===== src/pkbl_pkg.sv =====
// package: types and constants of the per-key token bucket limiter
`timescale 1ns / 1ps
package pkbl_pkg;

	localparam int KEY_W = 32;
	localparam int TOK_W = 16;
	localparam int CFG_IDX_W = 4;
	localparam int CFG_DATA_W = 16;

	typedef enum logic {
		CMD_REQUEST = 1'b0,
		CMD_TICK    = 1'b1
	} cmd_e_t;

	typedef enum logic [CFG_IDX_W-1:0] {
		REG_BUCKET_CAP  = 4'd0,
		REG_REFILL_RATE = 4'd1
	} reg_idx_t;

	typedef enum logic [2:0] {
		ST_CLEAR,
		ST_IDLE,
		ST_SCAN,
		ST_DRAIN,
		ST_APPLY
	} state_t;

	typedef struct packed {
		logic             vld;
		logic [KEY_W-1:0] key;
		logic [TOK_W-1:0] tokens;
	} entry_t;

	typedef struct packed {
		logic [TOK_W-1:0] bucket_cap;
		logic [TOK_W-1:0] refill_rate;
	} cfg_t;

	typedef struct packed {
		logic granted;
		logic new_bucket;
	} rslt_t;

	localparam logic [TOK_W-1:0] BUCKET_CAP_RST  = 16'd10;
	localparam logic [TOK_W-1:0] REFILL_RATE_RST = 16'd1;

endpackage


===== src/pkbl_if.sv =====
// channel interfaces: input items, result items, configuration writes
`timescale 1ns / 1ps
interface pkbl_in_if import pkbl_pkg::*; ();
	logic             valid;
	logic             ready;
	cmd_e_t           cmd;
	logic [KEY_W-1:0] ip_addr;

	modport source (output valid, output cmd, output ip_addr, input ready);
	modport sink (input valid, input cmd, input ip_addr, output ready);
endinterface

interface pkbl_out_if;
	logic valid;
	logic ready;
	logic granted;
	logic new_bucket;

	modport source (output valid, output granted, output new_bucket, input ready);
	modport sink (input valid, input granted, input new_bucket, output ready);
endinterface

interface pkbl_cfg_if import pkbl_pkg::*; ();
	logic                  valid;
	logic                  ready;
	logic [CFG_IDX_W-1:0]  index;
	logic [CFG_DATA_W-1:0] data;

	modport source (output valid, output index, output data, input ready);
	modport sink (input valid, input index, input data, output ready);
endinterface


===== src/pkbl_ram.sv =====
// generic single-port-write, registered-read ram
`timescale 1ns / 1ps
module pkbl_ram #(
	parameter int WIDTH = 8,
	parameter int DEPTH = 16,
	localparam int AW = (DEPTH > 1) ? $clog2(DEPTH) : 1
) (
	input  logic             clk,
	input  logic             we,
	input  logic [AW-1:0]    waddr,
	input  logic [WIDTH-1:0] wdata,
	input  logic             re,
	input  logic [AW-1:0]    raddr,
	output logic [WIDTH-1:0] rdata
);

	logic [WIDTH-1:0] mem_q [DEPTH];

	always_ff @(posedge clk) begin
		if (we) begin
			mem_q[waddr] <= wdata;
		end
		if (re) begin
			rdata <= mem_q[raddr];
		end
	end

endmodule


===== src/pkbl_engine.sv =====
// table engine: clearing pass, scan of the bucket memory, update and result
`timescale 1ns / 1ps
module pkbl_engine import pkbl_pkg::*; #(
	parameter int TABLE_SIZE = 64,
	localparam int IDX_W = (TABLE_SIZE > 1) ? $clog2(TABLE_SIZE) : 1
) (
	input  logic                    clk,
	input  logic                    arst_n,
	input  cfg_t                    cfg,
	input  logic                    in_valid,
	output logic                    in_ready,
	input  cmd_e_t                  in_cmd,
	input  logic [KEY_W-1:0]        in_addr,
	output logic                    rslt_valid,
	output rslt_t                   rslt,
	input  logic                    slot_free,
	output logic                    ram_we,
	output logic [IDX_W-1:0]        ram_waddr,
	output logic [$bits(entry_t)-1:0] ram_wdata,
	output logic                    ram_re,
	output logic [IDX_W-1:0]        ram_raddr,
	input  logic [$bits(entry_t)-1:0] ram_rdata
);

	state_t           state_q, state_next;
	logic [IDX_W-1:0] cnt_q;
	logic             last;
	cmd_e_t           op_q;
	logic [KEY_W-1:0] addr_q;
	logic             rd_vld_s1;
	logic [IDX_W-1:0] rd_idx_s1;
	logic             hit_q, free_q;
	logic [IDX_W-1:0] hit_idx_q, free_idx_q;
	logic [TOK_W-1:0] hit_tok_q;
	entry_t           rd_ent;
	entry_t           wr_ent;
	logic [TOK_W:0]   sum;
	logic [TOK_W-1:0] start_tok;

	assign last = (cnt_q == IDX_W'(TABLE_SIZE - 1));
	assign rd_ent = entry_t'(ram_rdata);
	assign ram_wdata = wr_ent;
	assign ram_raddr = cnt_q;
	assign sum = {1'b0, rd_ent.tokens} + {1'b0, cfg.refill_rate};
	assign start_tok = (cfg.bucket_cap != '0) ? cfg.bucket_cap - TOK_W'(1) : '0;

	always_ff @(posedge clk or negedge arst_n) begin
		if (!arst_n) begin
			state_q <= ST_CLEAR;
		end else begin
			state_q <= state_next;
		end
	end

	always_comb begin
		state_next = state_q;
		in_ready = 1'b0;
		ram_re = 1'b0;
		ram_we = 1'b0;
		ram_waddr = rd_idx_s1;
		wr_ent = '0;
		rslt_valid = 1'b0;
		rslt = '0;
		case (state_q)
			ST_CLEAR: begin
				ram_we = 1'b1;
				ram_waddr = cnt_q;
				if (last) begin
					state_next = ST_IDLE;
				end
			end
			ST_IDLE: begin
				in_ready = 1'b1;
				if (in_valid && (in_cmd == CMD_TICK || in_addr != '0)) begin
					state_next = ST_SCAN;
				end
			end
			ST_SCAN: begin
				ram_re = 1'b1;
				if (last) begin
					state_next = ST_DRAIN;
				end
			end
			ST_DRAIN: begin
				state_next = (op_q == CMD_TICK) ? ST_IDLE : ST_APPLY;
			end
			ST_APPLY: begin
				if (slot_free) begin
					rslt_valid = 1'b1;
					state_next = ST_IDLE;
					if (hit_q) begin
						if (hit_tok_q != '0) begin
							ram_we = 1'b1;
							ram_waddr = hit_idx_q;
							wr_ent = '{vld: 1'b1, key: addr_q, tokens: hit_tok_q - TOK_W'(1)};
							rslt.granted = 1'b1;
						end
					end else if (free_q) begin
						ram_we = 1'b1;
						ram_waddr = free_idx_q;
						wr_ent = '{vld: 1'b1, key: addr_q, tokens: start_tok};
						rslt.granted = 1'b1;
						rslt.new_bucket = 1'b1;
					end
				end
			end
			default: begin
				state_next = ST_CLEAR;
			end
		endcase
		// tick write-back in the cycle after the read
		if (rd_vld_s1 && op_q == CMD_TICK && rd_ent.vld) begin
			ram_we = 1'b1;
			ram_waddr = rd_idx_s1;
			if (sum > {1'b0, cfg.bucket_cap}) begin
				wr_ent = '0;
			end else begin
				wr_ent = '{vld: 1'b1, key: rd_ent.key, tokens: sum[TOK_W-1:0]};
			end
		end
	end

	always_ff @(posedge clk or negedge arst_n) begin
		if (!arst_n) begin
			cnt_q <= '0;
			rd_vld_s1 <= 1'b0;
			hit_q <= 1'b0;
			free_q <= 1'b0;
			op_q <= CMD_REQUEST;
		end else begin
			rd_vld_s1 <= ram_re;
			if (state_q == ST_CLEAR || state_q == ST_SCAN) begin
				cnt_q <= last ? '0 : cnt_q + IDX_W'(1);
			end
			if (state_q == ST_IDLE && in_valid) begin
				op_q <= in_cmd;
				hit_q <= 1'b0;
				free_q <= 1'b0;
			end else if (rd_vld_s1 && op_q == CMD_REQUEST) begin
				if (rd_ent.vld) begin
					if (!hit_q && rd_ent.key == addr_q) begin
						hit_q <= 1'b1;
					end
				end else if (!free_q) begin
					free_q <= 1'b1;
				end
			end
		end
	end

	always_ff @(posedge clk) begin
		rd_idx_s1 <= cnt_q;
		if (state_q == ST_IDLE && in_valid) begin
			addr_q <= in_addr;
		end else if (rd_vld_s1 && op_q == CMD_REQUEST) begin
			if (rd_ent.vld) begin
				if (!hit_q && rd_ent.key == addr_q) begin
					hit_idx_q <= rd_idx_s1;
					hit_tok_q <= rd_ent.tokens;
				end
			end else if (!free_q) begin
				free_idx_q <= rd_idx_s1;
			end
		end
	end

endmodule


===== src/per_key_token_bucket_limiter_core.sv =====
// Per-key token bucket limiter: a table of TABLE_SIZE buckets keyed by 32-bit
// address, held in one memory of {valid, key, tokens} rows. Every request with
// a nonzero address and every refill tick walks the whole table through the
// single read port, one entry per cycle; a tick writes the update of each entry
// back in the cycle after its read, and a request then updates the hit or
// claimed entry and loads the result register, waiting while the previous
// result item still waits unaccepted in the result register. A request from
// address zero is taken and gives no result. After reset a clearing pass
// zeroes the memory; input items are held off until it ends, while
// configuration writes are taken at any time.
`timescale 1ns / 1ps
module per_key_token_bucket_limiter_core import pkbl_pkg::*; #(
	parameter int TABLE_SIZE = 64
) (
	input logic        clk,
	input logic        arst_n,
	pkbl_in_if.sink    in_ch,
	pkbl_out_if.source out_ch,
	pkbl_cfg_if.sink   cfg
);

	localparam int IDX_W = (TABLE_SIZE > 1) ? $clog2(TABLE_SIZE) : 1;
	localparam int ENT_W = $bits(entry_t);

	cfg_t              cfg_q;
	logic              out_valid_q;
	rslt_t             out_rslt_q;
	logic              slot_free;
	logic              rslt_valid;
	rslt_t             rslt;
	logic              ram_we, ram_re;
	logic [IDX_W-1:0]  ram_waddr, ram_raddr;
	logic [ENT_W-1:0]  ram_wdata, ram_rdata;

	assign cfg.ready = 1'b1;

	always_ff @(posedge clk or negedge arst_n) begin
		if (!arst_n) begin
			cfg_q.bucket_cap <= BUCKET_CAP_RST;
			cfg_q.refill_rate <= REFILL_RATE_RST;
		end else if (cfg.valid && cfg.ready) begin
			case (reg_idx_t'(cfg.index))
				REG_BUCKET_CAP:  cfg_q.bucket_cap <= TOK_W'(cfg.data);
				REG_REFILL_RATE: cfg_q.refill_rate <= TOK_W'(cfg.data);
				default: begin
				end
			endcase
		end
	end

	// result register
	assign slot_free = !out_valid_q || out_ch.ready;
	assign out_ch.valid = out_valid_q;
	assign out_ch.granted = out_rslt_q.granted;
	assign out_ch.new_bucket = out_rslt_q.new_bucket;

	always_ff @(posedge clk or negedge arst_n) begin
		if (!arst_n) begin
			out_valid_q <= 1'b0;
		end else if (rslt_valid) begin
			out_valid_q <= 1'b1;
		end else if (out_ch.ready) begin
			out_valid_q <= 1'b0;
		end
	end

	always_ff @(posedge clk) begin
		if (rslt_valid) begin
			out_rslt_q <= rslt;
		end
	end

	pkbl_engine #(
		.TABLE_SIZE(TABLE_SIZE)
	) u_engine (
		.clk       (clk),
		.arst_n    (arst_n),
		.cfg       (cfg_q),
		.in_valid  (in_ch.valid),
		.in_ready  (in_ch.ready),
		.in_cmd    (in_ch.cmd),
		.in_addr   (in_ch.ip_addr),
		.rslt_valid(rslt_valid),
		.rslt      (rslt),
		.slot_free (slot_free),
		.ram_we    (ram_we),
		.ram_waddr (ram_waddr),
		.ram_wdata (ram_wdata),
		.ram_re    (ram_re),
		.ram_raddr (ram_raddr),
		.ram_rdata (ram_rdata)
	);

	pkbl_ram #(
		.WIDTH(ENT_W),
		.DEPTH(TABLE_SIZE)
	) u_ram (
		.clk  (clk),
		.we   (ram_we),
		.waddr(ram_waddr),
		.wdata(ram_wdata),
		.re   (ram_re),
		.raddr(ram_raddr),
		.rdata(ram_rdata)
	);

endmodule


===== src/flat_wrapper.sv =====
// flat-port wrapper written by rule: the top's interface ports become plain ports
module per_key_token_bucket_limiter_core_flat import pkbl_pkg::*;
#(
	parameter int TABLE_SIZE = 64
)
  (clk, arst_n, in_ch_valid, in_ch_cmd, in_ch_ip_addr, in_ch_ready, out_ch_valid, out_ch_granted, out_ch_new_bucket, out_ch_ready, cfg_valid, cfg_index, cfg_data, cfg_ready);
  pkbl_in_if in_ch_i ();
  pkbl_out_if out_ch_i ();
  pkbl_cfg_if cfg_i ();
  input logic clk;
  input logic arst_n;
  input wire logic [$bits(in_ch_i.valid)-1:0] in_ch_valid;
  input wire logic [$bits(in_ch_i.cmd)-1:0] in_ch_cmd;
  input wire logic [$bits(in_ch_i.ip_addr)-1:0] in_ch_ip_addr;
  output wire logic [$bits(in_ch_i.ready)-1:0] in_ch_ready;
  output wire logic [$bits(out_ch_i.valid)-1:0] out_ch_valid;
  output wire logic [$bits(out_ch_i.granted)-1:0] out_ch_granted;
  output wire logic [$bits(out_ch_i.new_bucket)-1:0] out_ch_new_bucket;
  input wire logic [$bits(out_ch_i.ready)-1:0] out_ch_ready;
  input wire logic [$bits(cfg_i.valid)-1:0] cfg_valid;
  input wire logic [$bits(cfg_i.index)-1:0] cfg_index;
  input wire logic [$bits(cfg_i.data)-1:0] cfg_data;
  output wire logic [$bits(cfg_i.ready)-1:0] cfg_ready;
  assign in_ch_i.valid = in_ch_valid;
  assign in_ch_i.cmd = in_ch_cmd;
  assign in_ch_i.ip_addr = in_ch_ip_addr;
  assign in_ch_ready = in_ch_i.ready;
  assign out_ch_valid = out_ch_i.valid;
  assign out_ch_granted = out_ch_i.granted;
  assign out_ch_new_bucket = out_ch_i.new_bucket;
  assign out_ch_i.ready = out_ch_ready;
  assign cfg_i.valid = cfg_valid;
  assign cfg_i.index = cfg_index;
  assign cfg_i.data = cfg_data;
  assign cfg_ready = cfg_i.ready;
  per_key_token_bucket_limiter_core #(.TABLE_SIZE(TABLE_SIZE)) u_core (.clk(clk), .arst_n(arst_n), .in_ch(in_ch_i), .out_ch(out_ch_i), .cfg(cfg_i));
endmodule

===== config.mk =====
export PLATFORM = sky130hd
export DESIGN_NAME = per_key_token_bucket_limiter_core_flat
export DESIGN_NICKNAME = d
export VERILOG_FILES = /design/src/pkbl_pkg.sv /design/src/pkbl_if.sv /design/src/pkbl_ram.sv /design/src/pkbl_engine.sv /design/src/per_key_token_bucket_limiter_core.sv /design/src/flat_wrapper.sv
export SDC_FILE = /design/constraint.sdc
export NUM_CORES = 2
export LEC_CHECK = 0
export CORE_UTILIZATION = 45
export DETAILED_ROUTE_END_ITERATION = 10
export DONT_BUFFER_PORTS = 1
export HOLD_SLACK_MARGIN = 0.1
export PLACE_DENSITY = 0.69
export SYNTH_ARGS = -nofsm -noshare
export SYNTH_HDL_FRONTEND = slang
export SYNTH_HIERARCHICAL = 1
export SYNTH_SLANG_ARGS = --single-unit

===== constraint.sdc =====
create_clock -name clk -period 8.6 [get_ports clk]
set_clock_uncertainty 0.1 [all_clocks]
set_input_delay 0.43 -clock clk [delete_from_list [all_inputs] [get_ports clk]]
set_output_delay 0.43 -clock clk [all_outputs]
set_load 0.05 [all_outputs]

* After elaboration in Yosys (flattened, before gate mapping)
Memory sizes are Yosys's and may differ from the RTL's. A register that Yosys moved wholly into a read port is not among the register bits. Cells that the tools add are included.
Cells by class: add/subtract/negate cells 4, magnitude comparators 1, equal/unequal tests 12, muxes and demuxes 44, bitwise gates (word level) 5, reduce and logical (&&, ||, !) cells 29
Operator list (count):
- 2-to-1 mux 49 bit | 7
- 2-to-1 mux 6 bit | 6
- == test 32 bit | 1
- nonzero test 16 bit | 2
- nonzero test 32 bit | 1
- subtractor 16 x 1 -> 16 bit, second input constant | 2
- 2-to-1 mux 1 bit | 21
- adder 16 x 16 -> 17 bit | 1
- greater-than comparator 17 x 16 -> 1 bit | 1
- 2-to-1 mux 16 bit | 1
- 2-to-1 mux 3 bit | 5
- one-hot mux 3 bit (5 select lines) | 1
- one-hot mux 6 bit (2 select lines) | 1
- AND reduction 2 bit | 4
- AND reduction 4 bit | 2
- nonzero test 2 bit | 4
- adder 6 x 1 -> 6 bit, second input constant | 1
- == test 3 x 2 -> 1 bit, second input constant | 2
- == test 6 bit, second input constant | 1
- logical AND 1 bit | 6
- != test 2 bit, second input constant | 3
- AND reduction 3 bit | 2
- inverter 1 bit | 5
- == test 4 x 1 -> 1 bit, second input constant | 1
- other kinds (10) | 14
Storage, ports and cells: bits in registers 114, memory bits (writable) 3136, output and inout bits 5, memories kept 1
Memory list:
- u_core.u_ram.mem_q | words 64, bits a word 49, rd ports 1, clocked after memory_dff 1, wr ports 1, RTL line pkbl_ram.sv:17 | logic [WIDTH-1:0] mem_q [DEPTH];

* Longest topological paths before layout
word-level depth 8, gate-level depth with buffers 17

* By module
The synthesis kept the hierarchy.
By module, submodules not included:
- pkbl_ram | times used 1, cells an instance 5283, area each 120483.1 µm²
- pkbl_engine | times used 1, cells an instance 575, area each 5773.0 µm²
- per_key_token_bucket_limiter_core | times used 1, cells an instance 77, area each 1390.1 µm²

* Worst setup path after synthesis
OpenSTA, ideal clock, no wires.
path kind register -> register, start register u_core.u_engine.hit_tok_q[0], end memory u_core/u_ram/mem_q[48][0] (netlist bit), enable pin, library setup time 516 ps, arrival time 6305 ps, required time 7984 ps, path slack 1679 ps, stages on the path, launching flop included 14, path buffers 2, period minus slack after synthesis 6921 ps, cell sequence edfxtp_1 inv_1 ha_1 or4b_4 or3_1 buf_6 nor2_2 mux2i_1 a21oi_1 a221o_2 clkbuf_1 nor2b_1 nand4b_1 nor3_1
Between the ends: elaborated cells on any way between the ends 13, classes of those cells mux: 12; reduce/logical: 1
RTL lines:
- start: declaration | RTL line pkbl_engine.sv:34 | logic [TOK_W-1:0] hit_tok_q;
- start signal: assignment | RTL line pkbl_engine.sv:159 | hit_tok_q <= rd_ent.tokens;
- nonzero test 16 bit | RTL line pkbl_engine.sv:92 | if (hit_tok_q != '0) begin
- 2-to-1 mux 6 bit | RTL line pkbl_engine.sv:92
- 2-to-1 mux 6 bit | RTL line pkbl_engine.sv:91 | if (hit_q) begin
- 2-to-1 mux 6 bit | RTL line pkbl_engine.sv:88 | if (slot_free) begin
- one-hot mux 6 bit (2 select lines) | RTL line pkbl_engine.sv:64 | case (state_q)
- 2-to-1 mux 6 bit | RTL line pkbl_engine.sv:112 | if (rd_vld_s1 && op_q == CMD_TICK && rd_ent.vld) begin
- net u_core.ram_waddr[3] | RTL line per_key_token_bucket_limiter_core.sv:32 | logic [IDX_W-1:0] ram_waddr, ram_raddr;
- end: declaration | RTL line pkbl_ram.sv:17
The timed path passes the listed nets, and every way through them passes these cells.

* Worst setup path after layout
start register u_core.u_engine.hit_tok_q[0], end memory u_core/u_ram/mem_q[43][0] (netlist bit), enable pin
Same word-level chain as after synthesis.

==> results.json <==
{
  "outcome": "complete, but fails checks",
  "violations": "capacitance limit, slew limit",
  "placed_area_um2": 133000,
  "die_area_um2": 286000,
  "vias": 66478,
  "hold_class": "input port to register",
  "synth.ff_latch_count": 3299,
  "end_kind": "register",
  "synth_top_area_share": 0.764,
  "p_leak_nw": 35.6,
  "syn2layout_area_growth_pct": 13.3,
  "antenna_found_initial": 22,
  "ys_types": 82,
  "routed_via_density": 6.49,
  "cellPowerDensity_nw_per_um2": 222,
  "grt-ovfl-total": 0,
  "seq_area_frac_synth": 0.774,
  "relSlewSlack": -0.0168,
  "seqCellArea_um2": 98800,
  "fin_hold_ws_ns": 0.180,
  "drt_iter0_markers": 10322,
  "grt_pass1_wl_um": 502000,
  "path_clk_slew_ns": 0.07,
  "grt_max_degree": 120,
  "critPathKind": "register to register",
  "ios": 63,
  "yosysWarnings": 6,
  "start_util": 0.453,
  "dp_hpwl_um": 205000,
  "hold_violations": 0,
  "root_buffer": "clkbuf_16",
  "final_max_slew_viol_count": 2,
  "synth_async_sr_flop_share": 0.0139,
  "layout.nets": 6337,
  "syn_area_per_cell_um2": 21.5,
  "fillers": 21631,
  "fin_area_um2": 145000,
  "period_share": 0.703,
  "synthFlopType": "edfxtp_1",
  "place.gp.congestion": 0.866,
  "cts_tree": "done",
  "drtPass1Iterations": 6,
  "drive_above_1_share": 0.245,
  "die_y_um": 535,
  "die_x_um": 535,
  "syn-num-nets": 6029,
  "fin_ws_ns": 2.56,
  "drt-met1-wl_um": 132000,
  "final_cell_mix": "edfxtp_1, mux4_2, clkbuf_16, nand2_1, buf_4",
  "grt_use_total": 0.251,
  "start_kind": "register",
  "setup_violations": 0,
  "rows": 195,
  "grt_setup_unrepaired": "false",
  "wl_met2_um": 166000,
  "synth_edf_count": 3247,
  "fmax_mhz": 166,
  "cp.arrival_ns": 6.52,
  "grt_pass1_vias": 64907,
  "clk_path_buf_depth": 4,
  "top_layer": "met5",
  "port_buffers": 0,
  "syn_inst": 5935,
  "wl_per_cell_um": 35.1,
  "utilization": 0.513,
  "dr_wl_met3_um": 46800,
  "drv_cap": 1,
  "final_common_cell": "edfxtp_1",
  "routed_wl_um": 359000,
  "clk_latency_ns": 0.99,
  "synth_top_area_cell": "edfxtp_1",
  "synth_area_um2": 128000,
  "post-route-min-period_ns": 6.04,
  "final_cells": 10249,
  "drc": 0,
  "core_area_um2": 282000,
  "critical_path_peak_fanout": 30,
  "setup_tns_ns": 0,
  "synthTopCellsByArea": "edfxtp_1, mux4_2, dfrtp_1, mux2i_1, nand2_1",
  "cts_sinks": 3299,
  "power_mw": 32.1,
  "required_ns": 9.08,
  "postRouteAntennaNets": 0,
  "dpl.cell_count": 9541,
  "htreeDepth": 5,
  "max-vdd-ir-drop_v": 0.000247,
  "multi_input_area_um2": 27600,
  "max_slew.worst_pin.slew_ns": 1.51,
  "pre_cts_slack_ns": 2.68,
  "cts_buffers": 336,
  "cts_resized": 0
}
critical path: stages, from the launching register on:
cell      delay [ns]
edfxtp_1        0.43
inv_1           0.10
ha_1            0.21
or4b_4          0.50
or3_1           0.53
nor2_2          0.41
mux2i_1         0.23
a21oi_1         0.08
a221o_2         0.44
nor2b_1         0.22
nand3_1         0.59
nor2_4          1.01
buf_4           0.72
kinds of logic (layout without fill, tap and decap cells):
group | Yosys count | after routing | synth area share
AOI/OAI and AO/OA | 563 | 563 | 0.0323
xor gates and xnor gates | 65 | 65 | 0.00446
adders and majority gates | 36 | 36 | 0.00359
buffers and inverters | 369 | 929 | 0.0151
DFF | 3299 | 3299 | 0.774
muxes | 874 | 874 | 0.142
other | 1 | 12 | 0.0000294
and+or+nand+nor | 728 | 728 | 0.0286
per-layer routing:
metal	global-route usage	vias to the layer above
met1	0.345	35292
li1	-	25735
met3	0.0647	703
met4	0.0928	10
met5	0	-
met2	0.387	4738
flip-flops by register name (all words and copies together), names as in the netlist:
signal,count
u_core/out_ch.new_bucket,1
u_core/u_engine/rd_idx_s1,6
u_core/u_engine/hit_tok_q,16
u_core/out_ch.valid,1
u_core/u_engine/hit_q,1
u_core/u_engine/op_q,1
u_core/u_engine/state_q,3
u_core/u_engine/free_q,1
u_core/u_ram/rdata,49
u_core/u_engine/free_idx_q,6
u_core/cfg_q,32
u_core/out_ch.granted,1
u_core/u_engine/ram_raddr,6
u_core/u_ram/mem_q,3136
u_core/u_engine/addr_q,32
u_core/u_engine/hit_idx_q,6
u_core/u_engine/rd_vld_s1,1
cell type report:
class,count,share of cell area
multi-input combinational,2267,0.191
sequential,3299,0.683
antenna,11,0.000190
clock buffer,414,0.0612
timing repair buffer,301,0.0194
clock inverter,176,0.0119
inverter,38,0.00100
tap,3743,0.0324
final timing paths:
path                            cells past startpoint  slack [ns]                                 endpoint                                    from
worst min register to register                      0        0.34  u_core/u_engine/hit_tok_q[13]$_DFFE_PP_        u_core/u_ram/rdata[13]$_DFFE_PP_
max in group asynchronous                           4        7.53              u_core/cfg_q[5]$_DFFE_PN0P_                                  arst_n
min in group asynchronous                           4        0.61       u_core/u_engine/free_q$_DFFE_PN0P_                                  arst_n
worst max register to register                     12        2.56      u_core/u_ram/mem_q[43][0]$_DFFE_PP_  u_core/u_engine/hit_tok_q[0]$_DFFE_PP_
worst min-delay path                                2        0.18             u_core/cfg_q[28]$_DFFE_PN0P_                            cfg_data[12]
worst max-delay path                               12        2.56      u_core/u_ram/mem_q[43][0]$_DFFE_PP_  u_core/u_engine/hit_tok_q[0]$_DFFE_PP_
synthesized netlist by cell type, types with 7 or more instances:
library cell,instances
o21ai_0,19
a221o_1,7
buf_2,94
mux2_2,29
a21oi_1,79
xnor2_1,48
nor4_1,25
o221ai_1,79
a311oi_1,25
a211oi_1,47
a22o_1,50
ha_1,35
nand4_1,98
a22oi_1,95
or2_2,7
mux2_4,10
clkbuf_1,140
buf_4,42
nand3_1,100
xor2_1,17
buf_6,31
o22ai_1,102
nor3_1,21
and2_1,25
dfrtp_1,43
nor2_1,123
nand2_1,206
mux2i_1,92
mux4_2,743
nand2b_1,16
nor2b_1,30
edfxtp_1,3247
buf_1,21
and3_1,43
inv_1,37
what timing repair did:
| action | 4_1_cts | 5_1_grt |
|---|---|---|
| buffers inserted | 0 | 0 |
| endpoints found under the hold margin | 127 | 0 |
| hold buffers | 107 | 0 |
power breakdown:
group	leakage [nW]	internal, mW	total (mW)	switching (mW)
registers	23.6	17.4	17.5	0.0384
logic	6.87	0.168	0.362	0.194
clock network	5.15	8.27	14.3	5.98
No activity file was read; power rests on OpenSTA's default activity.
